<file path="config.mk">
export PLATFORM = sky130hd
export DESIGN_NAME = pec15_command_frame_engine
export DESIGN_NICKNAME = d
export VERILOG_FILES = /design/src/hw/rtl/pce_pkg.sv /design/src/hw/rtl/pce_queue.sv /design/src/hw/rtl/pce_front.sv /design/src/hw/rtl/pce_back.sv /design/src/hw/rtl/pec15_command_frame_engine.sv
export SDC_FILE = /design/constraint.sdc
export NUM_CORES = 1
export LEC_CHECK = 0
export BUFFER_PORTS_ARGS = -buffer_cell sky130_fd_sc_hd__buf_2
export CAP_MARGIN = 20
export CORE_ASPECT_RATIO = 1.25
export CORE_MARGIN = 3
export CORE_UTILIZATION = 35
export DETAILED_ROUTE_END_ITERATION = 6
export GPL_TIMING_DRIVEN = 0
export PLACE_DENSITY = 0.6
export SLEW_MARGIN = 10
export SYNTH_ARGS = -nofsm -noshare
export SYNTH_HDL_FRONTEND = slang
export SYNTH_SLANG_ARGS = --single-unit
</file>
<file path="constraint.sdc">
create_clock -name clk -period 31.2 [get_ports clk]
set_clock_uncertainty 0.1 [all_clocks]
set_input_delay 9.36 -clock clk [delete_from_list [all_inputs] [get_ports clk]]
set_output_delay 9.36 -clock clk [all_outputs]
set_load 0.05 [all_outputs]
</file>
<file path="src/hw/rtl/pce_pkg.sv">
// ----------------------------------------------------------------------------
// pce_pkg
// Shared types, constants and the PEC byte update for the frame engine.
// ----------------------------------------------------------------------------
package pce_pkg;

  localparam int MAX_DEVICES = 16;
  localparam int DATA_BYTES  = 6;
  localparam int NUM_STAGES  = DATA_BYTES;

  localparam logic [14:0] PEC_SEED = 15'h0010;
  localparam logic [14:0] PEC_POLY = 15'h4599;

  localparam logic [1:0] REQ_SEND  = 2'd0;
  localparam logic [1:0] REQ_WRITE = 2'd1;
  localparam logic [1:0] REQ_CHECK = 2'd2;

  typedef enum logic [1:0] {
    K_REJ = 2'd0,
    K_CMD = 2'd1,
    K_WR  = 2'd2,
    K_CHK = 2'd3
  } kind_t;

  // pipeline word inside the front end
  typedef struct packed {
    kind_t       kind;
    logic [7:0]  hdr;
    logic [7:0]  code_lo;
    logic [14:0] crem;
    logic [47:0] dbytes;
    logic [14:0] drem;
    logic [15:0] rx_pec;
  } stage_t;

  // queue word between front and back
  typedef struct packed {
    kind_t       kind;
    logic [7:0]  hdr;
    logic [7:0]  code_lo;
    logic [15:0] cpec;
    logic [47:0] dbytes;
    logic [15:0] dpec;
    logic        pec_ok;
  } qent_t;

  // one byte of PEC, MSB first
  function automatic logic [14:0] pec_byte(input logic [14:0] rem, input logic [7:0] b);
    logic [14:0] r;
    logic        top;
    r = rem;
    for (int i = 7; i >= 0; i--) begin
      top = r[14];
      r   = {r[13:0], 1'b0};
      if (b[i] != top) begin
        r = r ^ PEC_POLY;
      end
    end
    return r;
  endfunction

endpackage

</file>
<file path="src/hw/rtl/pce_queue.sv">
// ----------------------------------------------------------------------------
// pce_queue
// Two-word queue decoupling the PEC pipeline from the byte serializer.
// ----------------------------------------------------------------------------
module pce_queue (
  input  logic           clk,
  input  logic           rst_n,
  input  logic           push,
  input  pce_pkg::qent_t din,
  output logic           full,
  input  logic           pop,
  output pce_pkg::qent_t dout,
  output logic           empty
);
  import pce_pkg::*;

  qent_t      mem [2];
  logic       wr_ptr_r, wr_ptr_nxt;
  logic       rd_ptr_r, rd_ptr_nxt;
  logic [1:0] cnt_r, cnt_nxt;

  assign full  = (cnt_r == 2'd2);
  assign empty = (cnt_r == 2'd0);
  assign dout  = mem[rd_ptr_r];

  always_comb begin
    wr_ptr_nxt = push ? ~wr_ptr_r : wr_ptr_r;
    rd_ptr_nxt = pop ? ~rd_ptr_r : rd_ptr_r;
    cnt_nxt    = cnt_r + {1'b0, push} - {1'b0, pop};
  end

  always_ff @(posedge clk) begin
    if (push) begin
      mem[wr_ptr_r] <= din;
    end
  end

  always_ff @(posedge clk) begin
    if (!rst_n) begin
      wr_ptr_r <= 1'b0;
      rd_ptr_r <= 1'b0;
      cnt_r    <= 2'd0;
    end else begin
      wr_ptr_r <= wr_ptr_nxt;
      rd_ptr_r <= rd_ptr_nxt;
      cnt_r    <= cnt_nxt;
    end
  end

endmodule

</file>
<file path="src/hw/rtl/pce_front.sv">
// ----------------------------------------------------------------------------
// pce_front
// Accepts requests, classifies them against the chain size and runs both
// PECs through a six-stage pipeline, one byte per stage.
// ----------------------------------------------------------------------------
module pce_front (
  input  logic           clk,
  input  logic           rst_n,
  input  logic           cfg_wr_en,
  input  logic [4:0]     cfg_wr_data,
  input  logic           in_valid,
  output logic           in_ready,
  input  logic [1:0]     in_req_type,
  input  logic [10:0]    in_command_code,
  input  logic [3:0]     in_target_address,
  input  logic           in_broadcast,
  input  logic [47:0]    in_write_data,
  input  logic [63:0]    in_response_frame,
  output logic           q_push,
  output pce_pkg::qent_t q_din,
  input  logic           q_full
);
  import pce_pkg::*;

  logic [4:0]            dev_cnt_r;
  stage_t                st_r [NUM_STAGES];
  stage_t                st_nxt [NUM_STAGES];
  logic [NUM_STAGES-1:0] vld_r;
  logic                  adv;
  logic                  chain_ok;
  logic                  addr_ok;
  logic                  addressed;
  logic [7:0]            hdr;
  logic [47:0]           dbytes;
  kind_t                 kind;

  assign adv      = !vld_r[NUM_STAGES-1] || !q_full;
  assign in_ready = adv;
  assign q_push   = vld_r[NUM_STAGES-1] && !q_full;

  always_comb begin
    chain_ok  = (dev_cnt_r != 5'd0) && (dev_cnt_r <= 5'(MAX_DEVICES));
    addr_ok   = chain_ok && ({1'b0, in_target_address} < dev_cnt_r);
    addressed = !((in_req_type == REQ_SEND) && in_broadcast);
    hdr       = addressed ? {1'b1, in_target_address, in_command_code[10:8]}
                          : {5'd0, in_command_code[10:8]};
    dbytes    = (in_req_type == REQ_CHECK) ? in_response_frame[63:16] : in_write_data;
    case (in_req_type)
      REQ_SEND:  kind = chain_ok ? K_CMD : K_REJ;
      REQ_WRITE: kind = addr_ok ? K_WR : K_REJ;
      REQ_CHECK: kind = addr_ok ? K_CHK : K_REJ;
      default:   kind = K_REJ;
    endcase
    st_nxt[0].kind    = kind;
    st_nxt[0].hdr     = hdr;
    st_nxt[0].code_lo = in_command_code[7:0];
    st_nxt[0].crem    = pec_byte(PEC_SEED, hdr);
    st_nxt[0].dbytes  = dbytes;
    st_nxt[0].drem    = pec_byte(PEC_SEED, dbytes[47:40]);
    st_nxt[0].rx_pec  = in_response_frame[15:0];
  end

  for (genvar k = 1; k < NUM_STAGES; k++) begin : g_stage
    always_comb begin
      st_nxt[k]      = st_r[k-1];
      st_nxt[k].drem = pec_byte(st_r[k-1].drem, st_r[k-1].dbytes[47-8*k -: 8]);
      if (k == 1) begin
        st_nxt[k].crem = pec_byte(st_r[k-1].crem, st_r[k-1].code_lo);
      end
    end
  end

  always_ff @(posedge clk) begin
    if (adv) begin
      for (int k = 0; k < NUM_STAGES; k++) begin
        st_r[k] <= st_nxt[k];
      end
    end
  end

  always_ff @(posedge clk) begin
    if (!rst_n) begin
      vld_r     <= '0;
      dev_cnt_r <= 5'd0;
    end else begin
      if (adv) begin
        vld_r <= {vld_r[NUM_STAGES-2:0], in_valid};
      end
      if (cfg_wr_en) begin
        dev_cnt_r <= cfg_wr_data;
      end
    end
  end

  always_comb begin
    q_din.kind    = st_r[NUM_STAGES-1].kind;
    q_din.hdr     = st_r[NUM_STAGES-1].hdr;
    q_din.code_lo = st_r[NUM_STAGES-1].code_lo;
    q_din.cpec    = {st_r[NUM_STAGES-1].crem, 1'b0};
    q_din.dbytes  = st_r[NUM_STAGES-1].dbytes;
    q_din.dpec    = {st_r[NUM_STAGES-1].drem, 1'b0};
    q_din.pec_ok  = ({st_r[NUM_STAGES-1].drem, 1'b0} == st_r[NUM_STAGES-1].rx_pec);
  end

endmodule

</file>
<file path="src/hw/rtl/pce_back.sv">
// ----------------------------------------------------------------------------
// pce_back
// Serializes queued frames one byte per word into the output register and
// keeps the PEC error count.
// ----------------------------------------------------------------------------
module pce_back (
  input  logic           clk,
  input  logic           rst_n,
  input  pce_pkg::qent_t q_dout,
  input  logic           q_empty,
  output logic           q_pop,
  output logic           out_valid,
  input  logic           out_ready,
  output logic [7:0]     out_frame_byte,
  output logic           out_last_byte,
  output logic           out_request_ok,
  output logic [47:0]    out_read_data,
  output logic [31:0]    out_pec_error_total
);
  import pce_pkg::*;

  logic        out_valid_r;
  logic [7:0]  byte_r, byte_nxt;
  logic        last_r, last_nxt;
  logic        ok_r, ok_nxt;
  logic [47:0] rdata_r, rdata_nxt;
  logic [31:0] cnt_r, cnt_nxt;
  logic [3:0]  idx_r, idx_nxt;
  logic        load;
  logic        bad_chk;

  assign load  = !q_empty && (!out_valid_r || out_ready);
  assign q_pop = load && last_nxt;

  always_comb begin
    case (idx_r)
      4'd0:    byte_nxt = q_dout.hdr;
      4'd1:    byte_nxt = q_dout.code_lo;
      4'd2:    byte_nxt = q_dout.cpec[15:8];
      4'd3:    byte_nxt = q_dout.cpec[7:0];
      4'd4:    byte_nxt = q_dout.dbytes[47:40];
      4'd5:    byte_nxt = q_dout.dbytes[39:32];
      4'd6:    byte_nxt = q_dout.dbytes[31:24];
      4'd7:    byte_nxt = q_dout.dbytes[23:16];
      4'd8:    byte_nxt = q_dout.dbytes[15:8];
      4'd9:    byte_nxt = q_dout.dbytes[7:0];
      4'd10:   byte_nxt = q_dout.dpec[15:8];
      4'd11:   byte_nxt = q_dout.dpec[7:0];
      default: byte_nxt = 8'd0;
    endcase
    rdata_nxt = 48'd0;
    bad_chk   = 1'b0;
    case (q_dout.kind)
      K_REJ: begin
        byte_nxt = 8'd0;
        last_nxt = 1'b1;
        ok_nxt   = 1'b0;
      end
      K_CMD: begin
        last_nxt = (idx_r == 4'd3);
        ok_nxt   = 1'b1;
      end
      K_WR: begin
        last_nxt = (idx_r == 4'd11);
        ok_nxt   = 1'b1;
      end
      K_CHK: begin
        last_nxt  = (idx_r == 4'd3);
        ok_nxt    = q_dout.pec_ok;
        rdata_nxt = q_dout.pec_ok ? q_dout.dbytes : 48'd0;
        bad_chk   = !q_dout.pec_ok && (idx_r == 4'd0);
      end
      default: begin
        byte_nxt = 8'd0;
        last_nxt = 1'b1;
        ok_nxt   = 1'b0;
      end
    endcase
    cnt_nxt = (load && bad_chk) ? cnt_r + 32'd1 : cnt_r;
    idx_nxt = idx_r;
    if (load) begin
      idx_nxt = last_nxt ? 4'd0 : idx_r + 4'd1;
    end
  end

  always_ff @(posedge clk) begin
    if (load) begin
      byte_r  <= byte_nxt;
      last_r  <= last_nxt;
      ok_r    <= ok_nxt;
      rdata_r <= rdata_nxt;
    end
  end

  always_ff @(posedge clk) begin
    if (!rst_n) begin
      out_valid_r <= 1'b0;
      idx_r       <= 4'd0;
      cnt_r       <= 32'd0;
    end else begin
      if (load) begin
        out_valid_r <= 1'b1;
      end else if (out_ready) begin
        out_valid_r <= 1'b0;
      end
      idx_r <= idx_nxt;
      cnt_r <= cnt_nxt;
    end
  end

  // count register moves only when a word is loaded, so it matches the held word
  assign out_valid           = out_valid_r;
  assign out_frame_byte      = byte_r;
  assign out_last_byte       = last_r;
  assign out_request_ok      = ok_r;
  assign out_read_data       = rdata_r;
  assign out_pec_error_total = cnt_r;

endmodule

</file>
<file path="src/hw/rtl/pec15_command_frame_engine.sv">
// ----------------------------------------------------------------------------
// pec15_command_frame_engine
// Builds and checks PEC-protected battery-monitor link frames.
// ----------------------------------------------------------------------------
// A request can be taken every cycle, unless the last stage is held by a full
// queue, into a six-stage PEC pipeline (one byte per stage), which feeds a
// two-word queue; the serializer then emits one word per byte at one word per
// cycle while out_ready is high. Output words per request: 1 for a rejected
// request, 4 for a command or response check, 12 for a register write.
module pec15_command_frame_engine (
  input  logic        clk,
  input  logic        rst_n,
  input  logic        cfg_wr_en,
  input  logic [4:0]  cfg_wr_data,
  input  logic        in_valid,
  output logic        in_ready,
  input  logic [1:0]  in_req_type,
  input  logic [10:0] in_command_code,
  input  logic [3:0]  in_target_address,
  input  logic        in_broadcast,
  input  logic [47:0] in_write_data,
  input  logic [63:0] in_response_frame,
  output logic        out_valid,
  input  logic        out_ready,
  output logic [7:0]  out_frame_byte,
  output logic        out_last_byte,
  output logic        out_request_ok,
  output logic [47:0] out_read_data,
  output logic [31:0] out_pec_error_total
);
  import pce_pkg::*;

  qent_t q_din;
  qent_t q_dout;
  logic  q_push;
  logic  q_full;
  logic  q_pop;
  logic  q_empty;

  pce_front u_front (
    .clk               (clk),
    .rst_n             (rst_n),
    .cfg_wr_en         (cfg_wr_en),
    .cfg_wr_data       (cfg_wr_data),
    .in_valid          (in_valid),
    .in_ready          (in_ready),
    .in_req_type       (in_req_type),
    .in_command_code   (in_command_code),
    .in_target_address (in_target_address),
    .in_broadcast      (in_broadcast),
    .in_write_data     (in_write_data),
    .in_response_frame (in_response_frame),
    .q_push            (q_push),
    .q_din             (q_din),
    .q_full            (q_full)
  );

  pce_queue u_queue (
    .clk   (clk),
    .rst_n (rst_n),
    .push  (q_push),
    .din   (q_din),
    .full  (q_full),
    .pop   (q_pop),
    .dout  (q_dout),
    .empty (q_empty)
  );

  pce_back u_back (
    .clk                 (clk),
    .rst_n               (rst_n),
    .q_dout              (q_dout),
    .q_empty             (q_empty),
    .q_pop               (q_pop),
    .out_valid           (out_valid),
    .out_ready           (out_ready),
    .out_frame_byte      (out_frame_byte),
    .out_last_byte       (out_last_byte),
    .out_request_ok      (out_request_ok),
    .out_read_data       (out_read_data),
    .out_pec_error_total (out_pec_error_total)
  );

endmodule
</file>
# After elaboration in Yosys (flattened, before gate mapping)
# Memory sizes are Yosys's and may differ from the RTL's. A register that Yosys moved wholly into a read port is not among the register bits.
# Cells that the tools add are included.
[classes]
n_bitwise = 64
order_cmp = 2
n_reduce_logical = 24
mux = 83
addsub = 4
eq_ne = 80
[ops]
columns = ["operator", "count"]
rows = [
  ["2-to-1 mux 15 bit", 64],
  ["inverter 7 bit", 62],
  ["one-hot mux 8 bit (12 select lines)", 1],
  ["!= test 1 bit", 62],
  ["2-to-1 mux 48 bit", 1],
  ["adder 32 x 1 -> 32 bit (second input constant)", 1],
  ["== test 16 bit", 1],
  ["== test 4 x 3 -> 1 bit (second input constant)", 4],
  ["== test 4 bit (second input constant)", 4],
  ["2-to-1 mux 1 bit", 10],
  ["== test 2 bit (second input constant)", 4],
  ["== test 4 x 2 -> 1 bit (second input constant)", 2],
  ["logical AND 1 bit", 8],
  ["2-to-1 mux 8 bit", 1],
  ["zero test 2 bit", 3],
  ["one-hot mux 1 bit (3 select lines)", 2],
  ["one-hot mux 2 bit (3 select lines)", 1],
  ["<= comparator 5 bit (second input constant)", 1],
  ["zero test 1 bit", 5],
  ["< comparator 4 x 5 -> 1 bit", 1],
  ["nonzero test 5 bit", 1],
  ["adder 4 x 1 -> 4 bit (second input constant)", 1],
  ["== test 2 x 1 -> 1 bit (second input constant)", 2],
  ["== test 4 x 1 -> 1 bit (second input constant)", 1],
  ["other kinds (10)", 14],
]
[totals]
ff_bits = 110
n_memories = 2
mem_bits_rw = 866
input_bits = 140
output_inout_bits = 92
[mem_list]
columns = ["memory", "words", "word_bits", "rd", "rd_clocked_by_memory_dff", "wr", "line", "rtl"]
rows = [
  ["u_front.st_r", 6, 112, 6, 0, 6, "pce_front.sv:26", "stage_t st_r [NUM_STAGES];"],
  ["u_queue.mem", 2, 97, 1, 1, 1, "pce_queue.sv:17", "qent_t mem [2];"],
]

# Depth between registers and ports, before layout
[depth]
word_depth = 18
depth_mapped = 15

# Modules after synthesis
# Synthesis repeated with hierarchy kept, for this count alone.
[unflattened]
hier_cells = 2038
area_unflattened_um2 = 37662.4
[by_module_without_submodules]
columns = ["module", "n_inst", "area_each_um2", "cells_each"]
rows = [
  ["pce_front", 1, 25555.8, 1258],
  ["pce_queue", 1, 7397.1, 329],
  ["pce_back", 1, 4709.5, 451],
]

# Worst setup path after synthesis
# No wires, ideal clock.
[synth_path]
path_type = "flip-flop to output port"
startpoint = "register u_queue.cnt_r[0]"
endpoint = "output in_ready"
path_slack_ps = 4786
t_required_ps = 21740
stages_incl_launch_ff = 3
t_arrival_ps = 16954
n_path_buf = 0
cell_sequence = "dfxtp_1 -> inv_1 -> nand3_1"
[synth_between]
elab_chain_len = 3
[synth_lines]
columns = ["element", "line", "rtl"]
rows = [
  ["start, declared", "pce_queue.sv:20", "logic [1:0] cnt_r, cnt_nxt;"],
  ["start signal, assigned", "pce_queue.sv:46", "cnt_r <= cnt_nxt;"],
  ["== test 2 bit", "pce_queue.sv:22", "assign full = (cnt_r == 2'd2);"],
  ["zero test 1 bit", "pce_front.sv:37", "assign adv = !vld_r[NUM_STAGES-1] || !q_full;"],
  ["logical OR 1 bit", "pce_front.sv:37", ""],
  ["end, declared", "pec15_command_frame_engine.sv:16", "output logic in_ready,"],
]
# No other way between the ends.

# Worst setup path after layout
# Same ends and word-level chain as after synthesis.

==> PnR_summary.wiki <==
{| class="wikitable"
! Metric !! Value
|-
| Root Buffer || clkbuf_16
|-
| P&R area growth vs syn || 18.0%
|-
| Maximum number of pins on one net before global-route repair || 64
|-
| DR vias/cell || 4.56
|-
| Die Height || 363 microns
|-
| First drt pass iteration count || 5
|-
| DP Cell Count || 3463
|-
| Slew at the pin closest to its max-slew limit || 1.07 ns
|-
| H-tree levels || 3
|-
| Endpoint type of the worst setup path || output port
|-
| First-pass GRT wire length || 105000 microns
|-
| Seq/Total Area, Yosys || 80.5%
|-
| Fin crit share || 38.1%
|-
| Synthesized Nets || 2046
|-
| Drc violations || 0
|-
| IR drop worst, VDD || 63.9 uV
|-
| Syn Std Cell Area || 35800 sq um
|-
| First DRT Iteration DRCs || 1219
|-
| Fin cells || 3639
|-
| Clock sink count || 977
|-
| Vias post-DR || 16600
|-
| Number of pins with negative max-slew slack in the final report || 0
|-
| Starting density of the core || 35.4%
|-
| Cell with the largest stage delay on the worst path || dfxtp_1
|-
| Minimum clock period after layout || 11.88 ns
|-
| Buffer count from post-CTS setup fixing || 0
|-
| CTS buffer count || 95
|-
| Worst path arrival time || 2.42 ns
|-
| Fraction of registers with async set/reset || 0%
|-
| Power density cells || 90.3 nW/um^2
|-
| Crit Path Class || flip-flop to output port
|-
| Number of global-route vias before repair || 17200
|-
| EDFF count, synth || 924
|-
| Highest Clock Rate || 84.2 MHz
|-
| Most frequent cell after synthesis || edfxtp_1
|-
| Average footprint of a synthesized cell || 18.9 sq um
|-
| Max-Slew Margin vs Limit || 28.4%
|-
| Count of cell types in the netlist || 52
|-
| Total number of yosys warnings || 0
|-
| Die X || 292 microns
|-
| Largest fanout on the critical path || 55
|-
| Placed wire-length estimate after detailed placement || 49800 microns
|-
| Worst hold path class || flip-flop to flip-flop
|-
| Leak pwr || 14.7 nW
|-
| Die area || 106000 sq um
|-
| Port-buffer cells || 230
|-
| Outcome || completed
|-
| Detailed Route WL || 70000 microns
|-
| Post-route antenna net violation count || 0
|-
| Maximum Capacitance Violations || 0
|-
| CTS tree || yes
|-
| Kind of start point of the critical path || flip-flop
|-
| Post-CTS sizing || 0
|-
| Unrepaired setup endpoints after global routing || false
|-
| Post-synth top flop || edfxtp_1
|-
| Boundary pin count || 232
|-
| Leading post-synthesis cells by instance count || edfxtp_1 (924), xnor2_1 (250), mux2i_1 (103), nor2_1 (103), xor2_1 (79)
|-
| Filler cell count in the final layout || 8857
|-
| Leading area contributor after synthesis || edfxtp_1
|-
| Largest stage delay, worst path || 0.34 ns
|-
| Critical path's most frequent cell || buf_16
|-
| Average wire per standard cell || 19.2 microns
|-
| Number of synthesized register bits || 977
|-
| Sum of overflow across all layers after global routing || 0
|-
| Setup violation total in the final timing report || 0
|-
| Post-route worst hold slack || 0.304 ns
|-
| Floorplan row count || 130
|-
| Floorplan Core Area || 101000 sq um
|-
| Series of cell instances along the critical path || inv_1 -> nand3_4 -> buf_16 -> buf_16 -> buf_2
|-
| Global-route usage over all layers || 13.1%
|-
| Top-area cell type share of the netlist area || 77.5%
|-
| Maximum clock path buffer count || 3
|-
| Last weighted congestion value of the routability-driven placer || 0.850
|-
| Clock-pin slew on the worst setup and hold paths || 0.06 ns
|-
| Worst Path Required || 21.74 ns
|-
| Hold Vio Cnt, Final || 0
|-
| Net count reported at finish || 2394
|-
| Insertion delay of the later-clocked pin in the worst-skew pair || 0.65 ns
|-
| Post-synthesis cell count || 1892
|-
| Hold buffer count at cts || 0
|-
| Share of cells above drive strength 1 || 19.7%
|-
| Initial antenna violation count || 3
|-
| Most area-consuming cells after synthesis || edfxtp_1 (78%), xnor2_1 (6.1%), dfxtp_1 (3.0%), mux2i_1 (2.9%), xor2_1 (1.9%)
|}
[path summary, 6_finish.rpt]
kind | from | to | slack [ns] | cells after the start
worst min-delay path | u_front.st_r[1][82] | u_front.st_r[2][82] | 0.30 | 0
worst max register to register | flip-flop | u_back.out_read_data[31] | 27.48 | 10
worst max-delay path | u_queue.cnt_r[0] | in_ready | 19.32 | 5
worst min register to register | u_front.st_r[1][82] | u_front.st_r[2][82] | 0.30 | 0
[layer usage]
metal | vias to the layer above | GRT usage [%] | routed length, microns
li1 | 7830 | - | -
met1 | 8226 | 16.6 | 29700
met2 | 410 | 22.3 | 34800
met3 | 114 | 2.32 | 3300
met4 | 0 | 5.13 | 2250
met5 | - | 0 | 0
[logic make-up (layout without fill, tap and decap cells)]
kind of cell    after synthesis  after routing  share of synthesized area [%]
xor+xnor                    341            341                           8.77
buf+inv                      73            499                          0.825
compound gates              107            107                           1.79
mux                         151            151                           4.47
flops                       977            977                           80.5
simple gates                229            229                           3.15
other cells                   0              1                              0
fa+ha+maj                    14             14                          0.490
[layout make-up]
type | instances | area, sq um | share of cell area [%]
diodes | 1 | 2.50 | 0.00593
plain buffers | 39 | 168 | 0.397
clock buffers | 114 | 2450 | 5.80
clock inverters | 61 | 639 | 1.51
inverters | 34 | 128 | 0.302
multi-input cells | 842 | 6710 | 15.9
flip-flops and latches | 977 | 28800 | 68.2
well taps | 1320 | 1650 | 3.91
repair buffers | 251 | 1660 | 3.92
[worst max-delay path: cells and delay by family, from the launching register on]
family	cells	cell delay, ns
buffers and inverters	4	1.00
flip-flops	1	0.34
AND/OR/NAND/NOR	1	0.31
[report_power, final]
part | switching [mW] | internal (mW) | leakage (nW)
Clock | 0.482 | 0.635 | 1.49
Combinational | 0.425 | 0.435 | 3.41
Sequential | 0.0777 | 1.76 | 9.84
Total | 0.985 | 2.83 | 14.7
[state kept, by name, indices dropped and copies added, names as in the netlist, named ones only]
signal                      cells
u_front.st_r                  672
u_queue.mem                   194
u_back.out_read_data           48
u_back.out_pec_error_total     32
u_back.out_frame_byte           8
u_front.vld_r                   6
u_front.dev_cnt_r               5
u_back.idx_r                    4
u_queue.cnt_r                   2
u_back.out_last_byte            1
u_back.out_request_ok           1
u_back.out_valid                1
u_queue.rd_ptr_r                1
u_queue.wr_ptr_r                1
[metrics by stage]
stage                     setup slack [ns]  TNS [ns]  area, sq um  util [%]  power [mW]
after floorplan                       4.79         0        35800         -        2.55
after global placement               -5.99     -5.99        38600      38.2        2.72
after detailed placement             18.90         0        39100      38.7        2.74
after CTS                            19.25         0        42200      41.8        3.87
after global routing                 19.15         0        42200      41.8        4.01
final                                19.32         0        42200      41.8        3.81
[placed cells by master (no fill, tap or decap), drive strengths merged, types with 41 or more instances in the layout]
cell type,n
mux2,46
buf,265
o22ai,42
inv,41
xnor2,252
clkbuf,139
dfxtp,53
mux2i,103
edfxtp,924
nor2,103
xor2,80
Power figures use the tool's default switching activity.
